===== config.mk =====
export PLATFORM = sky130hd
export DESIGN_NAME = i64div_front_flat
export DESIGN_NICKNAME = d
export VERILOG_FILES = /design/src/hdl/int64_divider_assert.svh /design/src/hdl/i64div_pkg.sv /design/src/hdl/i64div_if.sv /design/src/hdl/i64div_front.sv /design/src/flat_wrapper.sv
export SDC_FILE = /design/constraint.sdc
export NUM_CORES = 1
export LEC_CHECK = 0
export BUFFER_PORTS_ARGS = -buffer_cell sky130_fd_sc_hd__buf_2
export CAP_MARGIN = 20
export CORE_MARGIN = 1.5
export CORE_UTILIZATION = 50
export DETAILED_ROUTE_END_ITERATION = 7
export GPL_ROUTABILITY_DRIVEN = 0
export MAX_ROUTING_LAYER = met4
export PLACE_DENSITY = 0.81
export SYNTH_ARGS = -nofsm -noshare
export SYNTH_HDL_FRONTEND = slang
export SYNTH_SLANG_ARGS = --single-unit

===== constraint.sdc =====
create_clock -name clk -period 5.3 [get_ports clk]
set_clock_uncertainty 0.15 [all_clocks]
set_input_delay 0.265 -clock clk [delete_from_list [all_inputs] [get_ports clk]]
set_output_delay 0.265 -clock clk [all_outputs]
set_load 0.01 [all_outputs]

===== src/hdl/int64_divider_assert.svh =====
// Assertion macros shared by the divider modules.
`ifndef INT64_DIVIDER_ASSERT_SVH
`define INT64_DIVIDER_ASSERT_SVH
`ifndef SYNTH
`define I64_ASSERT(lbl, clk, rst, prop) \
  lbl: assert property (@(posedge clk) disable iff (rst) (prop)) \
    else $error("divider assertion failed");
`define I64_ASSERT_NEXT(lbl, clk, rst, ante, cons) \
  lbl: assert property (@(posedge clk) disable iff (rst) (ante) |=> (cons)) \
    else $error("divider assertion failed");
`else
`define I64_ASSERT(lbl, clk, rst, prop)
`define I64_ASSERT_NEXT(lbl, clk, rst, ante, cons)
`endif
`endif


===== src/hdl/i64div_pkg.sv =====
// Shared types and constants of the 64-bit divider.
`timescale 1ns / 1ps
package i64div_pkg;

  localparam int WORD_W      = 64;
  localparam int QUEUE_DEPTH = 2;

  typedef struct packed {
    logic neg;
    logic zero;
  } cls_t;

endpackage


===== src/hdl/i64div_if.sv =====
// Request and response channel interfaces of the divider.
`timescale 1ns / 1ps
interface i64div_req_if import i64div_pkg::*; ();
  logic              valid;
  logic              ready;
  logic              func;
  logic [WORD_W-1:0] dividend;
  logic [WORD_W-1:0] divisor;

  modport source (output valid, func, dividend, divisor, input ready);
  modport sink (input valid, func, dividend, divisor, output ready);
endinterface



===== src/hdl/i64div_front.sv =====
// Front stage: accepts requests, takes operand magnitudes and classifies them.
`timescale 1ns / 1ps
module i64div_front import i64div_pkg::*; #(
  parameter int DW = 64
) (
  input  logic             clk,
  input  logic             rst,
  i64div_req_if.sink       req,
  output logic             out_valid,
  input  logic             out_ready,
  output cls_t             out_cls,
  output logic [DW-1:0]    out_n,
  output logic [DW-1:0]    out_d
);

  logic          fv;
  cls_t          cls;
  logic [DW-1:0] n_mag;
  logic [DW-1:0] d_mag;
  logic [DW-1:0] n_in;
  logic [DW-1:0] d_in;
  logic          n_neg;
  logic          d_neg;
  logic          take;

  assign n_in  = req.dividend[DW-1:0];
  assign d_in  = req.divisor[DW-1:0];
  assign n_neg = req.func && n_in[DW-1];
  assign d_neg = req.func && d_in[DW-1];

  assign req.ready = !fv || out_ready;
  assign take      = req.valid && req.ready;

  always_ff @(posedge clk) begin
    if (rst) begin
      fv <= 1'b0;
    end else if (req.ready) begin
      fv <= req.valid;
    end
  end

  always_ff @(posedge clk) begin
    if (take) begin
      n_mag    <= n_neg ? (~n_in + DW'(1)) : n_in;
      d_mag    <= d_neg ? (~d_in + DW'(1)) : d_in;
      cls.neg  <= n_neg ^ d_neg;
      cls.zero <= (d_in == '0);
    end
  end

  assign out_valid = fv;
  assign out_cls   = cls;
  assign out_n     = n_mag;
  assign out_d     = d_mag;

endmodule


===== src/flat_wrapper.sv =====
// flat-port wrapper written by rule: the top's interface ports become plain ports
module i64div_front_flat import i64div_pkg::*;
#(
  parameter int DW = 64
)
  (clk, rst, out_valid, out_ready, out_cls, out_n, out_d, req_valid, req_func, req_dividend, req_divisor, req_ready);
  i64div_req_if req_i ();
  input  logic clk;
  input  logic rst;
  output logic out_valid;
  input  logic out_ready;
  output cls_t out_cls;
  output logic [DW-1:0] out_n;
  output logic [DW-1:0] out_d;
  input wire logic [$bits(req_i.valid)-1:0] req_valid;
  input wire logic [$bits(req_i.func)-1:0] req_func;
  input wire logic [$bits(req_i.dividend)-1:0] req_dividend;
  input wire logic [$bits(req_i.divisor)-1:0] req_divisor;
  output wire logic [$bits(req_i.ready)-1:0] req_ready;
  assign req_i.valid = req_valid;
  assign req_i.func = req_func;
  assign req_i.dividend = req_dividend;
  assign req_i.divisor = req_divisor;
  assign req_ready = req_i.ready;
  i64div_front #(.DW(DW)) u_core (.clk(clk), .rst(rst), .req(req_i), .out_valid(out_valid), .out_ready(out_ready), .out_cls(out_cls), .out_n(out_n), .out_d(out_d));
endmodule

==> results of run 1 <==
[logic make-up after synthesis]
group                    after synthesis  share of synthesized area [%]
adder cells (fa/ha/maj)                2                          0.355
XOR/XNOR                             123                           15.3
flip-flops                           131                           55.7
AND/OR/NAND/NOR                      215                           17.9
AO/OA/AOI/OAI                        107                           9.29
buffers and inverters                 26                           1.39
[power groups by stage]
stage	Combinational, uW	Clock [uW]	Sequential [uW]
after global routing	442	1230	1280
after CTS	407	1190	1270
after detailed placement	400	0	1290
after floorplan	148	0	1340
final	405	1170	1270
after global placement	391	0	1290
[worst min-delay path by stage]
stage                          start                       endpoint  cells past startpoint
CTS                 req_dividend[14]     u_core.out_n[14]$_DFFE_PP_                      2
detailed placement               rst  u_core.out_valid$_SDFFE_PP0N_                      2
floorplan                        rst  u_core.out_valid$_SDFFE_PP0N_                      1
finish              req_dividend[14]     u_core.out_n[14]$_DFFE_PP_                      2
global placement                 rst  u_core.out_valid$_SDFFE_PP0N_                      2
global route         req_divisor[29]     u_core.out_d[29]$_DFFE_PP_                      2
[through the flow]
stage | cells | hold slack (ns) | utilization [%] | worst slack (ns)
2_1_floorplan | 604 | 0.184 | - | 1.13
3_3_place_gp | 1039 | 0.271 | 62.0 | 2.59
3_5_place_dp | 1039 | 0.276 | 62.0 | 2.48
4_1_cts | 1078 | 0.000110 | 66.8 | 2.36
5_1_grt | 1080 | 0.00747 | 66.8 | 2.15
6_report | 1080 | 0.0170 | 66.8 | 2.29
[routing by layer]
metal,GRT usage (%),up-vias
met4,12.5,0
li1,-,2844
met3,5.01,48
met5,-,-
met1,31.9,2819
met2,39.6,314
[final cells by class]
| class | instances | area, sq um |
|---|---|---|
| antenna | 2 | 5.00 |
| clock buffer | 17 | 425 |
| clock inverter | 15 | 165 |
| fill | 1074 | 4590 |
| inverter | 13 | 48.8 |
| multi-input combinational | 447 | 3020 |
| sequential | 131 | 3920 |
| tap | 180 | 225 |
| timing repair buffer | 275 | 1420 |
[registers in the layout (all words and copies together), names as in the netlist]
name              cells
u_core.out_valid      1
u_core.out_cls        2
u_core.out_d         64
u_core.out_n         64
[synth_stat cells (all sizes together), types with 2 or more instances]
cell | n | area share (%)
clkbuf | 12 | 0.64
nor3b | 3 | 0.32
nand3 | 10 | 0.85
nor4 | 36 | 5.0
inv | 13 | 0.69
nor2 | 60 | 3.2
xor2 | 90 | 11
o31ai | 8 | 1.2
or3 | 7 | 0.76
or4 | 5 | 0.64
a31oi | 23 | 2.0
and2 | 6 | 0.53
nand4 | 9 | 0.80
nor2b | 2 | 0.18
xnor2 | 33 | 4.1
o41ai | 5 | 0.73
nand2b | 7 | 0.62
ha | 2 | 0.36
a41oi | 4 | 0.50
nor3 | 38 | 2.8
o21ai | 11 | 0.78
a21boi | 2 | 0.21
edfxtp | 130 | 55
a21oi | 54 | 3.8
nand2 | 24 | 1.3
and3 | 4 | 0.36
==> results.sh, run 1 <==
export IMPL_syn_num_nets=739
export IMPL_finalNetCount=1020
export IMPL_cts_hold_buf=7
export IMPL_root_buffer="clkbuf_16"
export IMPL_dr_total_vias=6025
export IMPL_p_int_uw=2150
export IMPL_finalCriticalPeriod_ns=3.01
export IMPL_cp_data_required_time_ns=5.31
export IMPL_netlist_area_sq_um=7040
export IMPL_layout_commonest_cell="buf_2"
export IMPL_vias_per_cell=5.58
export IMPL_grt_pass1_vias=5633
export IMPL_path_cells="dlygate4sd3_1 -> buf_2 -> inv_1 -> ha_1 -> nor3b_1 -> nand4_1 -> nor3_2 -> a21oi_1 -> xor2_1"
export IMPL_r2r_slack_ns=3.30
export IMPL_post_cts_setup_buffers=0
export IMPL_p_comb_share_pct=14.2
export IMPL_die_w_um=122
export IMPL_switching_share_pct=24.6
export IMPL_ant_nets=0
export IMPL_wl_met1_um=7660
export IMPL_synth_edf_count=130
export IMPL_cts_htree_levels=4
export IMPL_grt_antenna_before_repair=2
export IMPL_cp_max_fo=8
export IMPL_ys_warn_count=0
export IMPL_rows=43
export IMPL_path_depth=9
export IMPL_crit_slowest_cell="nor3_2"
export IMPL_synth_cell_types=46
export IMPL_ios=265
export IMPL_fmax_ghz=0.333
export IMPL_cap_viol_max_count=0
export IMPL_crit_path_start="req_divisor[0]"
export IMPL_start_kind="input port"
export IMPL_timing_slew_headroom_pct=38.1
export IMPL_crit_path_end="u_core.out_d[60]$_DFFE_PP_"
export IMPL_finalMaxSlewViolations=0
export IMPL_syn_inst=604
export IMPL_layout_drive_gt1_share_pct=36.2
export IMPL_async_reset_ff_share_pct=0
export IMPL_fin_crit_sh_pct=56.7
export IMPL_synth_ff_type="edfxtp_1"
export IMPL_drc_errors=0
export IMPL_start_util_pct=50.9
export IMPL_grt_usage_pct=25.4
export IMPL_p_sw_uw=702
export IMPL_cts_made_buffers=17
export IMPL_cts_path_max_buffers=2
export IMPL_seqPwrFrac_pct=44.6
export IMPL_r2r_cells=3
export IMPL_grt_pass1_wl_um=27800
export IMPL_cp_end_kind="register"
export IMPL_p_leak_uw=0.00375
export IMPL_grt_start_max_net_pins=62
export IMPL_cts_resized=0
export IMPL_core_area_sq_um=13800
export IMPL_worstReg2RegEnd="u_core.out_n[46]$_DFFE_PP_"
export IMPL_drt_first_pass_iters=6
export IMPL_cts_tree="done"
export IMPL_tns_ns=0
export IMPL_arrival_ns=3.01
export IMPL_critPathBufInv=3
export IMPL_critPathTopFamily="simple AND/OR/NAND/NOR gates"
export IMPL_clk_latency_ns=0.41
export IMPL_place_area_sq_um=8570
export IMPL_met3WireLength_um=1340
export IMPL_dr_first_iter_drc_count=503
export IMPL_avgSynthCellArea_sq_um=11.7
export IMPL_rsz0062_at_grt="false"
export IMPL_area_growth_pct=31.2
export IMPL_setup_violations=0
export IMPL_die_h_um=122
export IMPL_seq_area_frac_synth_pct=55.7
export IMPL_path_clk_slew_ns=0.06
export IMPL_post_drt_wl_per_cell_um=17.1
export IMPL_dp_hpwl_um=13600
export IMPL_vdd_drop_max_uv=194
export IMPL_top_layer_used="met4"
export IMPL_hold_path_class="in -> reg"
export IMPL_portBuffers=264
export IMPL_grt_ovfl_total=0
export IMPL_worst_slew_pin_slew_ns=0.920
export IMPL_die_area_sq_um=14800
export IMPL_layout_common_cells="buf_2, edfxtp_1, xor2_1"
export IMPL_slowest_delay_ns=0.58
export IMPL_met2_length_um=8810
export IMPL_routed_wl_um=18500
export IMPL_status="complete, no violations"
export IMPL_rr_startpoint="u_core.out_valid$_SDFFE_PP0N_"
export IMPL_final_hold_violation_count=0
export IMPL_worstSetupPathType="in -> reg"
export IMPL_fin_area_sq_um=9240
export IMPL_powerDensity_nw_per_um2=308
export IMPL_clock_sinks=131
export IMPL_power_share_clock_pct=41.2
export IMPL_finalPower_uw=2850
export IMPL_yosys_register_bits=131
Power figures use the tool's default switching activity.
==> run 2, diff against run 1 <==
- clock period: 5.3 -> 3.03 ns (I/O delays scaled with it)
==> run 2 against run 1 <==
Effect of this change:
- wire length up 26%
- via count up 16%
- critical path depth down 1
- power up 85%
- cell count up 12%
- worst setup slack worse by 2.2 ns
- non-clock buffer count up 130
- cell area up 14%
- register-to-register slack worse by 2.1 ns
- count of clock-buffer cells in the layout unchanged
- critical path type unchanged
- critical endpoint is now u_core.out_d[63]$_DFFE_PP_
- largest cell class unchanged
==> results.sh, run 2 (synthesized netlist as in run 1, its figures left out) <==
export IMPL_layout_common_cells="buf_2, edfxtp_1, dlygate4sd3_1"
export IMPL_pre_cts_slack_ns=0.473
export IMPL_hold_path_class="in -> reg"
export IMPL_timing_hold_ws_ns=0.0199
export IMPL_cts_path_max_buffers=2
export IMPL_dp_hpwl_um=14200
export IMPL_powerDensity_nw_per_um2=500
export IMPL_rr_startpoint="u_core.out_valid$_SDFFE_PP0N_"
export IMPL_setup_violations=0
export IMPL_cp_end_kind="register"
export IMPL_path_clk_slew_ns=0.07
export IMPL_p_leak_uw=0.00433
export IMPL_crit_top_cell="dlygate4sd3_1"
export IMPL_fmax_ghz=0.339
export IMPL_clock_sinks=131
export IMPL_ios=265
export IMPL_post_drt_wl_per_cell_um=19.2
export IMPL_crit_slowest_cell="nor4_2"
export IMPL_arrival_ns=3.08
export IMPL_fin_crit_sh_pct=97.4
export IMPL_finalMaxSlewViolations=0
export IMPL_layout_commonest_cell="buf_2"
export IMPL_die_area_sq_um=14800
export IMPL_clk_latency_ns=0.41
export IMPL_rows=43
export IMPL_grt_start_max_net_pins=52
export IMPL_slowest_delay_ns=0.60
export IMPL_critPathTopFamily="simple AND/OR/NAND/NOR gates"
export IMPL_worstSetupPathType="in -> reg"
export IMPL_routed_wl_um=23200
export IMPL_cts_tree="done"
export IMPL_cap_viol_max_count=0
export IMPL_core_area_sq_um=13800
export IMPL_worst_slew_pin_slew_ns=0.992
export IMPL_area_growth_pct=50.2
export IMPL_grt_ovfl_total=0
export IMPL_start_util_pct=50.9
export IMPL_finalCriticalPeriod_ns=2.95
export IMPL_ant_nets=0
export IMPL_vias_per_cell=5.79
export IMPL_root_buffer="clkbuf_16"
export IMPL_critPathBufInv=3
export IMPL_timing_slew_headroom_pct=33.9
export IMPL_drc_errors=0
export IMPL_start_kind="input port"
export IMPL_dr_first_iter_drc_count=781
export IMPL_drt_first_pass_iters=7
export IMPL_path_cells="dlygate4sd3_1 -> buf_2 -> nor4_2 -> nand3_2 -> nor4_4 -> nand3_1 -> a21boi_1 -> dlygate4sd3_1"
export IMPL_cts_htree_levels=4
export IMPL_die_w_um=122
export IMPL_layout_drive_gt1_share_pct=33.0
export IMPL_grt_usage_pct=32.3
export IMPL_vdd_drop_max_uv=321
export IMPL_finalPower_uw=5280
export IMPL_final_hold_violation_count=0
export IMPL_hold_path_startpoint="req_dividend[37]"
export IMPL_die_h_um=122
export IMPL_finalWorstSetupSlack_ns=0.0789
export IMPL_portBuffers=264
export IMPL_grt_pass1_vias=6924
export IMPL_status="complete, no violations"
export IMPL_grt_pass1_wl_um=35300
export IMPL_cp_max_fo=8
export IMPL_crit_path_start="req_divisor[10]"
export IMPL_cp_data_required_time_ns=3.16
export IMPL_grt_antenna_before_repair=1
export IMPL_finalNetCount=1150
export IMPL_cts_made_buffers=17
export IMPL_dr_total_vias=7009
run 2: metal layers:
metal | track usage, % | up-vias | wire length (um)
li1 | - | 3109 | -
met1 | 37.3 | 3292 | 8720
met2 | 51.9 | 484 | 11500
met3 | 6.51 | 124 | 1730
met4 | 20.1 | 0 | 1340
met5 | - | - | 0
run 2: worst reg2reg max path: stages (launching register included):
cell	delay [ns]
dfxtp_1	0.32
nand2b_1	0.12
and2_4	0.54
buf_12	0.35
run 2: final timing paths:
| path | to | slack, ns | depth (start not counted) |
|---|---|---|---|
| worst max-delay path | u_core.out_d[63]$_DFFE_PP_ | 0.08 | 8 |
| worst min-delay path | u_core.out_n[37]$_DFFE_PP_ | 0.02 | 3 |
| worst max register to register | u_core.out_n[44]$_DFFE_PP_ | 1.18 | 3 |
| worst min register to register | u_core.out_cls[1]$_DFFE_PP_ | 0.88 | 2 |
run 2: per-stage QoR:
stage	cell area, sq um	cells	setup TNS [ns]	util, %
after CTS	10600	1206	0	76.3
after detailed placement	8690	1049	0	62.8
after global routing	10600	1209	-0.0402	76.4
final	10600	1210	0	76.5
after floorplan	7040	604	0	-
after global placement	8690	1049	0	62.8
run 2: timing repair:
item	in CTS	in global routing
setup buffers	0	2
hold endpoints to repair	124	0
gates resized for setup	0	0
setup endpoints to repair	0	1
hold buffers	125	0
run 2: cell type report:
class | count | area (sq um)
well taps | 180 | 225
multi-input cells | 447 | 3020
clock inverters | 15 | 189
repair buffers | 405 | 2730
clock buffers | 17 | 425
flip-flops and latches | 131 | 3920
inverters | 13 | 48.8
fillers | 821 | 3260
diodes | 2 | 5.00
run 2: power breakdown:
group          internal (uW)  switching, uW  leakage [uW]
registers               2190           40.4       0.00127
logic                    396            487       0.00277
clock network           1370            804      0.000298
total                   3950           1330       0.00433
