<file path="config.mk">
export PLATFORM = sky130hd
export DESIGN_NAME = i64div_queue
export DESIGN_NICKNAME = d
export VERILOG_FILES = /design/src/hdl/i64div_pkg.sv /design/src/hdl/i64div_queue.sv
export VERILOG_INCLUDE_DIRS = /design/src /design/src/hdl
export SDC_FILE = /design/constraint.sdc
export NUM_CORES = 1
export LEC_CHECK = 0
export BUFFER_PORTS_ARGS = -buffer_cell sky130_fd_sc_hd__buf_2
export CAP_MARGIN = 20
export CORE_UTILIZATION = 30
export CTS_CLUSTER_DIAMETER = 80
export CTS_CLUSTER_SIZE = 25
export DETAILED_ROUTE_END_ITERATION = 16
export GPL_TIMING_DRIVEN = 0
export SLEW_MARGIN = 20
export SYNTH_ARGS = -nofsm -noshare
export SYNTH_HDL_FRONTEND = slang
export SYNTH_SLANG_ARGS = --single-unit
</file>
<file path="constraint.sdc">
create_clock -name clk -period 2.3 [get_ports clk]
set_input_delay 0.115 -clock clk [delete_from_list [all_inputs] [get_ports clk]]
set_output_delay 0.115 -clock clk [all_outputs]
set_load 0.005 [all_outputs]
</file>
<file path="src/hdl/int64_divider_assert.svh">
// Assertion macros shared by the divider modules.
`ifndef INT64_DIVIDER_ASSERT_SVH
`define INT64_DIVIDER_ASSERT_SVH
`ifndef SYNTH
`define I64_ASSERT(lbl, clk, rst, prop) \
  lbl: assert property (@(posedge clk) disable iff (rst) (prop)) \
    else $error("divider assertion failed");
`define I64_ASSERT_NEXT(lbl, clk, rst, ante, cons) \
  lbl: assert property (@(posedge clk) disable iff (rst) (ante) |=> (cons)) \
    else $error("divider assertion failed");
`else
`define I64_ASSERT(lbl, clk, rst, prop)
`define I64_ASSERT_NEXT(lbl, clk, rst, ante, cons)
`endif
`endif

</file>
<file path="src/hdl/i64div_pkg.sv">
// Shared types and constants of the 64-bit divider.
`timescale 1ns / 1ps
package i64div_pkg;

  localparam int WORD_W      = 64;
  localparam int QUEUE_DEPTH = 2;

  typedef struct packed {
    logic neg;
    logic zero;
  } cls_t;

endpackage

</file>
<file path="src/hdl/i64div_queue.sv">
// Short register queue between the front and back parts.
`timescale 1ns / 1ps
`include "int64_divider_assert.svh"
module i64div_queue import i64div_pkg::*; #(
  parameter int W = 8
) (
  input  logic         clk,
  input  logic         rst,
  input  logic         in_valid,
  output logic         in_ready,
  input  logic [W-1:0] in_data,
  output logic         out_valid,
  input  logic         out_ready,
  output logic [W-1:0] out_data
);

  localparam int PW = $clog2(QUEUE_DEPTH);
  localparam int CW = $clog2(QUEUE_DEPTH + 1);

  logic [W-1:0]  mem [QUEUE_DEPTH];
  logic [PW-1:0] wr_ptr;
  logic [PW-1:0] rd_ptr;
  logic [CW-1:0] count;
  logic          wr;
  logic          rd;

  assign in_ready  = (count != CW'(QUEUE_DEPTH));
  assign out_valid = (count != '0);
  assign out_data  = mem[rd_ptr];
  assign wr        = in_valid && in_ready;
  assign rd        = out_valid && out_ready;

  always_ff @(posedge clk) begin
    if (rst) begin
      wr_ptr <= '0;
      rd_ptr <= '0;
      count  <= '0;
    end else begin
      if (wr) begin
        wr_ptr <= (wr_ptr == PW'(QUEUE_DEPTH - 1)) ? '0 : wr_ptr + PW'(1);
      end
      if (rd) begin
        rd_ptr <= (rd_ptr == PW'(QUEUE_DEPTH - 1)) ? '0 : rd_ptr + PW'(1);
      end
      if (wr && !rd) begin
        count <= count + CW'(1);
      end else if (rd && !wr) begin
        count <= count - CW'(1);
      end
    end
  end

  always_ff @(posedge clk) begin
    if (wr) begin
      mem[wr_ptr] <= in_data;
    end
  end

  `I64_ASSERT(q_count_bound, clk, rst, count <= CW'(QUEUE_DEPTH))
  `I64_ASSERT_NEXT(q_fill_step, clk, rst, wr && !rd, count == $past(count) + CW'(1))

endmodule

</file>
==> metrics.yaml, run 1 <==
yosys.area_share.adder_pct: 1.55
final-hold-violation-count: 0
drtPass1Iterations: 1
arrival_ns: 1.83
drc: 0
grt_pass1_wl_um: 2010
yosysTopAreaCell: "edfxtp_1"
layout_min_cycle_time_ns: 1.59
synth_compound_area_share_pct: 3.73
clk_path_buf_depth: 2
core-area_um2: 2500
place.gp.congestion: 0.590
cts_htree_levels: 1
synth_nets: 62
layout-drive-gt1-share_pct: 45.1
yosys.area.top_type_share_pct: 59.6
cts_tree: "done"
layout.cells.non_filler: 112
ctsRootBufferMaster: "clkbuf_4"
synth_warnings: 0
power.density_nw_per_um2: 937
max_freq_ghz: 0.628
area_growth_pct: 31.1
synth_area_um2: 806
yosysUniqueCellTypes: 17
r2r_cells: 5
die_h_um: 53.8
num_io_pins: 22
worst_setup_hold_path_clk_slew_ns: 0.11
grt_setup_unrepaired: "false"
relSlewSlack_pct: 73.8
netlist_instances: 49
ys_seq_area_share_pct: 72.0
antenna_cells: 0
timing.final.crit_share_pct: 69.2
clock_latency_ns: 0.30
routed-via-count: 499
synthSimpleGateAreaFrac_pct: 7.14
viasPerCell: 4.46
routedWlPerCell_um: 10.9
hold_slack_ns: 0.0301
slew_violations: 0
fin_skew_ns: 0.00332
synth_xor_area_share_pct: 3.26
leakage_nw: 0.423
synth_top_family_by_area: "multiplexers"
regToRegEndpoint: "count[1]$_SDFFE_PP0P_"
outcome: "finished clean"
io_buffers: 21
path_max_fanout: 5
criticalPathCategory: "reg -> reg"
cts_resized: 0
avgSynthCellArea_um2: 16.4
cts_sinks: 21
die_x_um: 53.8
track_usage_pct: 9.97
worst_path_largest_cell_delay_ns: 0.38
routed_wl_um: 1220
drtAntennaViolNets: 0
grt_pass1_vias: 501
hold_class: "in -> reg"
required_ns: 2.53
end_kind: "flip-flop"
hold_end: "count[0]$_SDFFE_PP0P_"
design.die.area_um2: 2900
startpoint: "count[0]$_SDFFE_PP0P_"
antenna_found_initial: 0
hold_path_depth: 2
netlist_top_cells_area: "edfxtp_1 (60%), dfxtp_1 (12%), mux2_2 (11%), xor2_1 (3.3%), nand2b_4 (1.7%)"
grt.overflow.total: 0
reg2reg_from: "count[0]$_SDFFE_PP0P_"
fp-row-count: 18
drtIter0Drc: 0
crit_chain: "nand2b_4 -> and2_1 -> ha_1 -> or3_1 -> a21oi_1"
placed_cells: 100
cts_buffers: 3
min_from: "rst"
setup_tns_ns: 0
maxCapViolations: 0
setup_violations: 0
slowest_stage: "or3_1"
muxShareOfSynthArea_pct: 11.2
initial_core_util_pct: 32.2
final_nets: 96
n_fill_cell: 245
r2r_slack_ns: 0.71
grt_max_degree: 13
start_kind: "flip-flop"
vdd_ir_drop_max_v: 0.000582
max_slew.worst_pin.slew_ns: 0.393
ys_ff_latch: 21
-- per-stage QoR --
stage                     power [W]  cell area (um2)  utilization (%)  setup WS, ns
after global routing        0.00106             1060             42.2         0.612
after floorplan            0.000720              806                -         0.815
after CTS                   0.00101             1060             42.2         0.679
final                      0.000990             1060             42.2         0.708
after detailed placement   0.000825              948             37.9         0.702
after global placement     0.000816              948             37.9         0.759
-- cells by family (layout without fill, tap and decap cells) --
kind of cell / count (synthesis) / count (layout)
DFF: 21 / 21
muxes: 8 / 8
and+or+nand+nor: 9 / 9
adders and majority gates: 1 / 1
AOI/OAI and AO/OA: 5 / 5
buffers and inverters: 2 / 35
xor gates and xnor gates: 3 / 3
-- synth_stat cells --
cell type  instances
or3_1              1
buf_2              1
dfxtp_1            5
and3_1             1
xor2_1             3
nor2_1             3
inv_1              1
ha_1               1
and2_1             1
a21oi_1            2
nand3b_1           1
edfxtp_1          16
mux2_2             8
o21ai_0            2
a21bo_2            1
or2_2              1
nand2b_4           1
-- state kept, by name (all words and copies together) (netlist names), named ones only --
name / count
count: 2
mem: 16
rd_ptr: 1
wr_ptr: 1
-- power breakdown --
group | switching [W] | leakage [nW] | internal [W]
logic | 0.000135 | 0.215 | 0.000170
registers | 0.0000325 | 0.191 | 0.000481
clock network | 0.000106 | 0.0177 | 0.0000647
total | 0.000274 | 0.423 | 0.000716
-- layout make-up --
class | instances | area, um2 | share of cell area, %
clock buffer | 3 | 22.5 | 2.13
buffer | 1 | 5.00 | 0.474
multi-input combinational | 26 | 216 | 20.5
clock inverter | 1 | 5.00 | 0.474
tap | 30 | 37.5 | 3.55
inverter | 1 | 3.75 | 0.355
timing repair buffer | 29 | 185 | 17.5
sequential | 21 | 581 | 55.0
-- critical path, delay by kind of cell (launching register included) --
family,cells,cell delay [ns]
simple gates,3,0.72
flops,1,0.37
compound gates,1,0.14
fa+ha+maj,1,0.31
-- layer usage --
metal / track usage, % / wire [um] / part of all wire [%]
met1: 9.67 / 532 / 44
met2: 18.9 / 607 / 50
met3: 5.08 / 78 / 6.4
met4: 1.32 / 0 / 0
met5: 0 / 0 / 0
-- worst max path at each step --
stage	end	slack [ns]	cells past startpoint
2_1_floorplan	count[1]$_SDFFE_PP0P_	0.82	5
3_3_place_gp	count[1]$_SDFFE_PP0P_	0.76	4
3_5_place_dp	count[1]$_SDFFE_PP0P_	0.70	4
4_1_cts	count[1]$_SDFFE_PP0P_	0.68	4
5_1_grt	count[1]$_SDFFE_PP0P_	0.61	5
6_report	count[1]$_SDFFE_PP0P_	0.71	5
-- what timing repair did --
action | 4_1_cts | 5_1_grt
endpoints found under the setup margin | 0 | 0
hold buffers | 8 | 0
hold endpoints to repair | 16 | 0
buffers inserted | 0 | 0
-- placed cells by master, fill, tap and decap left out, drive strengths merged, types with 2 or more instances in the layout --
cell and n:
clkbuf 3, dfxtp 5, o21ai 2, nor2 3
mux2 8, edfxtp 16, xor2 3, buf 22
a21oi 2, dlygate4sd3 8
(Power assumes the default switching activity.)
==> run 2, diff against run 1 <==
- clock period: 2.3 -> 1.4 ns (I/O delays scaled with it)
==> run 2 against run 1 <==
The flow now finishes with violations (setup timing). Hold slack better by 0.053 ns. Global-route usage up 0.27 points. Routed wire length up 1.9%. Register-to-register slack worse by 0.74 ns. Power up 74%.
==> metrics.yaml, run 2 (synthesized netlist as in run 1, its figures left out) <==
grt_max_degree: 13  # unchanged
viasPerCell: 4.23  # was 4.46
routed_wl_um: 1240  # was 1220 um
die_h_um: 53.8  # unchanged
grt.overflow.total: 0  # unchanged
worst_path_largest_cell_delay_ns: 0.36  # was 0.38 ns
largest_register_ffs: 16  # unchanged
antenna_cells: 0  # unchanged
maxCapViolations: 0  # unchanged
setup_violations: 1  # was 0
io_buffers: 21  # unchanged
wl_met2_um: 569  # was 607 um
route.met3.wl_um: 68  # was 78 um
hpwl_um: 855
design.die.area_um2: 2900  # unchanged
cts_sinks: 21  # unchanged
place.gp.congestion: 0.629  # was 0.590
wl_met1_um: 604  # was 532 um
routed-via-count: 487  # was 499
fin_ws_ns: -0.0280  # was 0.708 ns
slowest_stage: "dfxtp_4"  # was or3_1
grt_setup_unrepaired: "true"  # was false
cts_htree_levels: 1  # unchanged
core-area_um2: 2500  # unchanged
top_register: "mem"  # unchanged
leakage_nw: 0.441  # was 0.423 nW
hold_class: "in -> reg"  # unchanged
relSlewSlack_pct: 78.2  # was 73.8%
ctsRootBufferMaster: "clkbuf_4"  # unchanged
max_slew.worst_pin.slew_ns: 0.327  # was 0.393 ns
drtPass1Iterations: 3  # was 1
max_freq_ghz: 0.700  # was 0.628 GHz
end_kind: "flip-flop"  # unchanged
clock_latency_ns: 0.29  # was 0.30 ns
arrival_ns: 1.65  # was 1.83 ns
pre_cts_ws_ns: -0.0580  # was 0.702 ns
grt_pass1_vias: 465  # was 501
fin_skew_ns: 0.00805  # was 0.00332 ns
cts_buffers: 3  # unchanged
slew_violations: 0  # unchanged
violations: "setup timing"
drc: 0  # unchanged
drtIter0Drc: 4  # was 0
vdd_ir_drop_max_v: 0.000721  # was 0.000582 V
layout.cells.non_filler: 115  # was 112
worst_setup_hold_path_clk_slew_ns: 0.11  # about the same
cts_tree: "done"  # unchanged
num_io_pins: 22  # unchanged
top_layer_used: "met3"  # unchanged
outcome: "complete, but fails checks"  # was finished clean
antenna_found_initial: 0  # unchanged
track_usage_pct: 10.2  # was 9.97%
power.density_nw_per_um2: 1560  # was 937 nW/um2
required_ns: 1.62  # was 2.53 ns
r2r_slack_ns: -0.03  # was 0.71 ns
final-hold-violation-count: 0  # unchanged
layout_common_cells: "buf_2 (21), edfxtp_1 (16), dlygate4sd3_1 (9)"  # was buf_2 (22), edfxtp_1 (16), mux2_2 (8), dlygate4sd3_1 (8), dfxtp_1 (5)
criticalPathCategory: "reg -> reg"  # unchanged
path_max_fanout: 3  # was 5
start_kind: "flip-flop"  # unchanged
placed_cells: 100  # unchanged
area_growth_pct: 37.6  # was 31.1%
fp-row-count: 18  # unchanged
layout-drive-gt1-share_pct: 52.9  # was 45.1%
final_common_cell: "buf_2"  # unchanged
grt_pass1_wl_um: 2030  # was 2010 um
clk_path_buf_depth: 2  # unchanged
die_x_um: 53.8  # unchanged
crit_chain: "nand2b_4 -> and2_4 -> ha_4 -> xor2_1 -> or3_1 -> a21oi_1"  # was nand2b_4 -> and2_1 -> ha_1 -> or3_1 -> a21oi_1
reg.largest.list: "mem x16, count x2"  # unchanged
drtAntennaViolNets: 0  # unchanged
routedWlPerCell_um: 10.8  # was 10.9 um
timing.final.crit_share_pct: 102  # was 69.2%
initial_core_util_pct: 32.2  # unchanged
layout_min_cycle_time_ns: 1.43  # was 1.59 ns
final_nets: 99  # was 96
==> run 2: cell type report <==
class,instances,area [um2]
plain buffers,1,7.51
clock buffers,3,22.5
clock inverters,1,5.00
fillers,246,1390
inverters,1,3.75
multi-input cells,26,236
flip-flops and latches,21,586
well taps,30,37.5
repair buffers,32,210
==> run 2: per-stage QoR <==
stage | hold slack (ns) | area (um2) | TNS [ns] | total power, W | utilization, %
floorplan | 0.135 | 826 | 0 | 0.00122 | -
global placement | 0.261 | 968 | -0.0274 | 0.00139 | 38.7
detailed placement | 0.265 | 968 | -0.0580 | 0.00140 | 38.7
CTS | 0.0761 | 1110 | -0.0478 | 0.00175 | 44.3
global route | 0.0948 | 1110 | -0.0895 | 0.00185 | 44.3
finish | 0.0836 | 1110 | -0.0280 | 0.00172 | 44.3
==> run 2: timing repair <==
| action | in CTS | in global routing |
|---|---|---|
| hold buffers | 9 | 0 |
| hold endpoints to repair | 21 | 0 |
| buffers inserted | 2 | 0 |
| gates cloned | 0 | 0 |
| resized for setup | 3 | 1 |
| setup endpoints to repair | 3 | 9 |
| pin swaps | 1 | 1 |
==> run 2: final timing paths <==
kind	start	to	cells past startpoint
max	count[0]$_SDFFE_PP0P_	count[1]$_SDFFE_PP0P_	6
min	in_valid	wr_ptr$_SDFFE_PP0N_	3
max reg2reg	count[0]$_SDFFE_PP0P_	count[1]$_SDFFE_PP0P_	6
min reg2reg	rd_ptr$_SDFFE_PP0P_	rd_ptr$_SDFFE_PP0P_	2
==> run 2: worst max-delay path: cells and delay by family, from the launching register on <==
kind,cells,cell delay (ns)
and+or+nand+nor,3,0.60
DFF,1,0.36
AOI/OAI and AO/OA,1,0.12
adders and majority gates,1,0.15
xor gates and xnor gates,1,0.14
==> run 2: report_power, final <==
| part | switching (W) | internal [W] | leakage [nW] | total, W |
|---|---|---|---|---|
| logic | 0.000255 | 0.000341 | 0.232 | 0.000596 |
| registers | 0.0000521 | 0.000800 | 0.192 | 0.000852 |
| clock network | 0.000169 | 0.000106 | 0.0177 | 0.000276 |
==> run 2: per-layer routing <==
layer / track usage (%) / vias to the layer above
met1: 13.0 / 221
met3: 2.54 / 0
met2: 16.0 / 14
li1: - / 252
met5: 0 / -
met4: 5.26 / 0
==> run 3, diff against run 2 <==
- CELL_PAD_IN_SITES_DETAIL_PLACEMENT: default -> 1
- CELL_PAD_IN_SITES_GLOBAL_PLACEMENT: default -> 2
- GPL_ROUTABILITY_DRIVEN: default -> 0
- PLACE_DENSITY_LB_ADDON: default -> 0.1
==> run 3 against run 2 <==
The flow still finishes with violations (setup timing). Via count increased by 2.3%. Hold slack improved by 0.013 ns. Combinational power rose by 4.4%. Fmax decreased by 0.32%. Routed wire length increased by 15%. Highest routed layer unchanged. First-iteration DRC count fell by 25%. Critical path type unchanged. Utilization up 0.35 points. Non-clock buffer count unchanged. Sequential share of layout area is 0.41 points lower. Global-route usage grew 1.5 points. Sequential power rose by 0.6%. Critical path depth unchanged.
==> metrics.yaml, run 3 (synthesized netlist as in run 1, its figures left out) <==
intPower_w: 0.00127  # was 0.00125 W
reg.largest.list: "mem x16, count x2"  # unchanged
fin_ws_ns: -0.0326  # was -0.0280 ns
initial_core_util_pct: 32.2  # unchanged
num_io_pins: 22  # unchanged
relSlewSlack_pct: 74.6  # was 78.2%
design.die.area_um2: 2900  # unchanged
grt_max_degree: 12  # was 13
end_kind: "flip-flop"  # unchanged
cts_buffers: 3  # unchanged
final_common_cell: "buf_2"  # unchanged
clk_path_buf_depth: 2  # unchanged
violations: "setup timing"  # unchanged
drc: 0  # unchanged
leakage_nw: 0.440  # was 0.441 nW
maxCapViolations: 0  # unchanged
fin_skew_ns: 0.00246  # was 0.00805 ns
max_freq_ghz: 0.698  # was 0.700 GHz
clock_latency_ns: 0.29  # about the same
grt_pass1_wl_um: 2280  # was 2030 um
power.density_nw_per_um2: 1580  # was 1560 nW/um2
clkPwrFrac_pct: 16.1  # was 16.0%
final-hold-violation-count: 0  # unchanged
seq_power_share_pct: 48.6  # was 49.4%
p_comb_share_pct: 35.3  # was 34.6%
die_h_um: 53.8  # unchanged
layout_min_cycle_time_ns: 1.43  # about the same
vdd_ir_drop_max_v: 0.000806  # was 0.000721 V
ctsRootBufferMaster: "clkbuf_4"  # unchanged
swShare_pct: 28.0  # was 27.6%
viasPerCell: 4.33  # was 4.23
routed_wl_um: 1420  # was 1240 um
hold_class: "in -> reg"  # unchanged
layout_common_cells: "buf_2 (21), edfxtp_1 (16), dlygate4sd3_1 (9)"  # unchanged
grt_pass1_vias: 503  # was 465
path_max_fanout: 4  # was 3
cts_sinks: 21  # unchanged
routedWlPerCell_um: 12.4  # was 10.8 um
drtIter0Drc: 3  # was 4
layout-drive-gt1-share_pct: 51.8  # was 52.9%
arrival_ns: 1.66  # was 1.65 ns
area_growth_pct: 38.7  # was 37.6%
timing.final.crit_share_pct: 102  # about the same
fp-row-count: 18  # unchanged
cts_htree_levels: 1  # unchanged
antenna_cells: 0  # unchanged
hold_slack_ns: 0.0967  # was 0.0836 ns
largest_register_ffs: 16  # unchanged
cts_tree: "done"  # unchanged
die_x_um: 53.8  # unchanged
hpwl_um: 953  # was 855 um
drtAntennaViolNets: 0  # unchanged
io_buffers: 21  # unchanged
switching_power_w: 0.000493  # was 0.000477 W
grt_setup_unrepaired: "true"  # unchanged
max_slew.worst_pin.slew_ns: 0.381  # was 0.327 ns
grt.overflow.total: 0  # unchanged
routed-via-count: 498  # was 487
outcome: "complete, but fails checks"  # unchanged
drtPass1Iterations: 2  # was 3
pre_cts_ws_ns: -0.0648  # was -0.0580 ns
top_register: "mem"  # unchanged
core-area_um2: 2500  # unchanged
worst_setup_hold_path_clk_slew_ns: 0.11  # about the same
criticalPathCategory: "reg -> reg"  # unchanged
slew_violations: 0  # unchanged
start_kind: "flip-flop"  # unchanged
final_nets: 99  # unchanged
required_ns: 1.63  # was 1.62 ns
setup_violations: 1  # unchanged
antenna_found_initial: 0  # unchanged
track_usage_pct: 11.7  # was 10.2%
run 3: cell count changes in the layout (fill, tap and decap cells not counted), sizes merged:
cell | previous run | this run
clkbuf | 3 | 4
clkinv | 1 | 0
run 3: cell type report:
cell class / instances / area [um2]
well taps: 30 / 37.5
flip-flops and latches: 21 / 586
plain buffers: 1 / 11.3
repair buffers: 32 / 210
fillers: 261 / 1380
inverters: 1 / 3.75
clock buffers: 4 / 26.3
multi-input cells: 26 / 243
run 3: critical path: stages (launching register included):
cell      delay, ns
dfxtp_4        0.37
nand2b_4       0.14
and2_4         0.16
ha_4           0.15
xor2_2         0.14
or3_1          0.30
a21oi_1        0.12
run 3: per-layer routing:
| metal | GRT usage (%) | wire [um] | vias up |
|---|---|---|---|
| li1 | - | - | 248 |
| met1 | 13.4 | 626 | 239 |
| met2 | 19.5 | 748 | 11 |
| met3 | 3.39 | 48 | 0 |
| met4 | 6.58 | 0 | 0 |
| met5 | 0 | 0 | - |
run 3: per-stage QoR:
step | util [%] | setup TNS, ns | area [um2] | std cells | total power (W)
after global routing | 44.7 | -0.0940 | 1120 | 115 | 0.00190
final | 44.7 | -0.0326 | 1120 | 115 | 0.00176
after CTS | 44.2 | -0.0538 | 1110 | 115 | 0.00176
after floorplan | - | 0 | 826 | 49 | 0.00122
after global placement | 38.7 | -0.0564 | 968 | 100 | 0.00140
after detailed placement | 38.7 | -0.0648 | 968 | 100 | 0.00140
run 3: power by group through the flow:
stage | combinational (W) | clock [W] | sequential [W]
6_report | 0.000622 | 0.000283 | 0.000857
5_1_grt | 0.000692 | 0.000336 | 0.000875
4_1_cts | 0.000608 | 0.000301 | 0.000855
3_5_place_dp | 0.000535 | 0 | 0.000870
3_3_place_gp | 0.000532 | 0 | 0.000869
2_1_floorplan | 0.000366 | 0 | 0.000855
run 3: path summary, 6_finish.rpt:
kind,start,end,slack [ns],cells after the start
worst min-delay path,in_valid,wr_ptr$_SDFFE_PP0N_,0.1,3
worst max register to register,count[0]$_SDFFE_PP0P_,count[1]$_SDFFE_PP0P_,-0.03,6
worst min register to register,rd_ptr$_SDFFE_PP0P_,rd_ptr$_SDFFE_PP0P_,0.52,2
worst max-delay path,count[0]$_SDFFE_PP0P_,count[1]$_SDFFE_PP0P_,-0.03,6
run 3: what timing repair did:
| action | CTS | global route |
|---|---|---|
| buffers inserted | 2 | 0 |
| endpoints found under the hold margin | 20 | 0 |
| pin swaps | 1 | 1 |
| endpoints found under the setup margin | 7 | 9 |
| gates resized for setup | 3 | 2 |
| hold buffers | 9 | 0 |
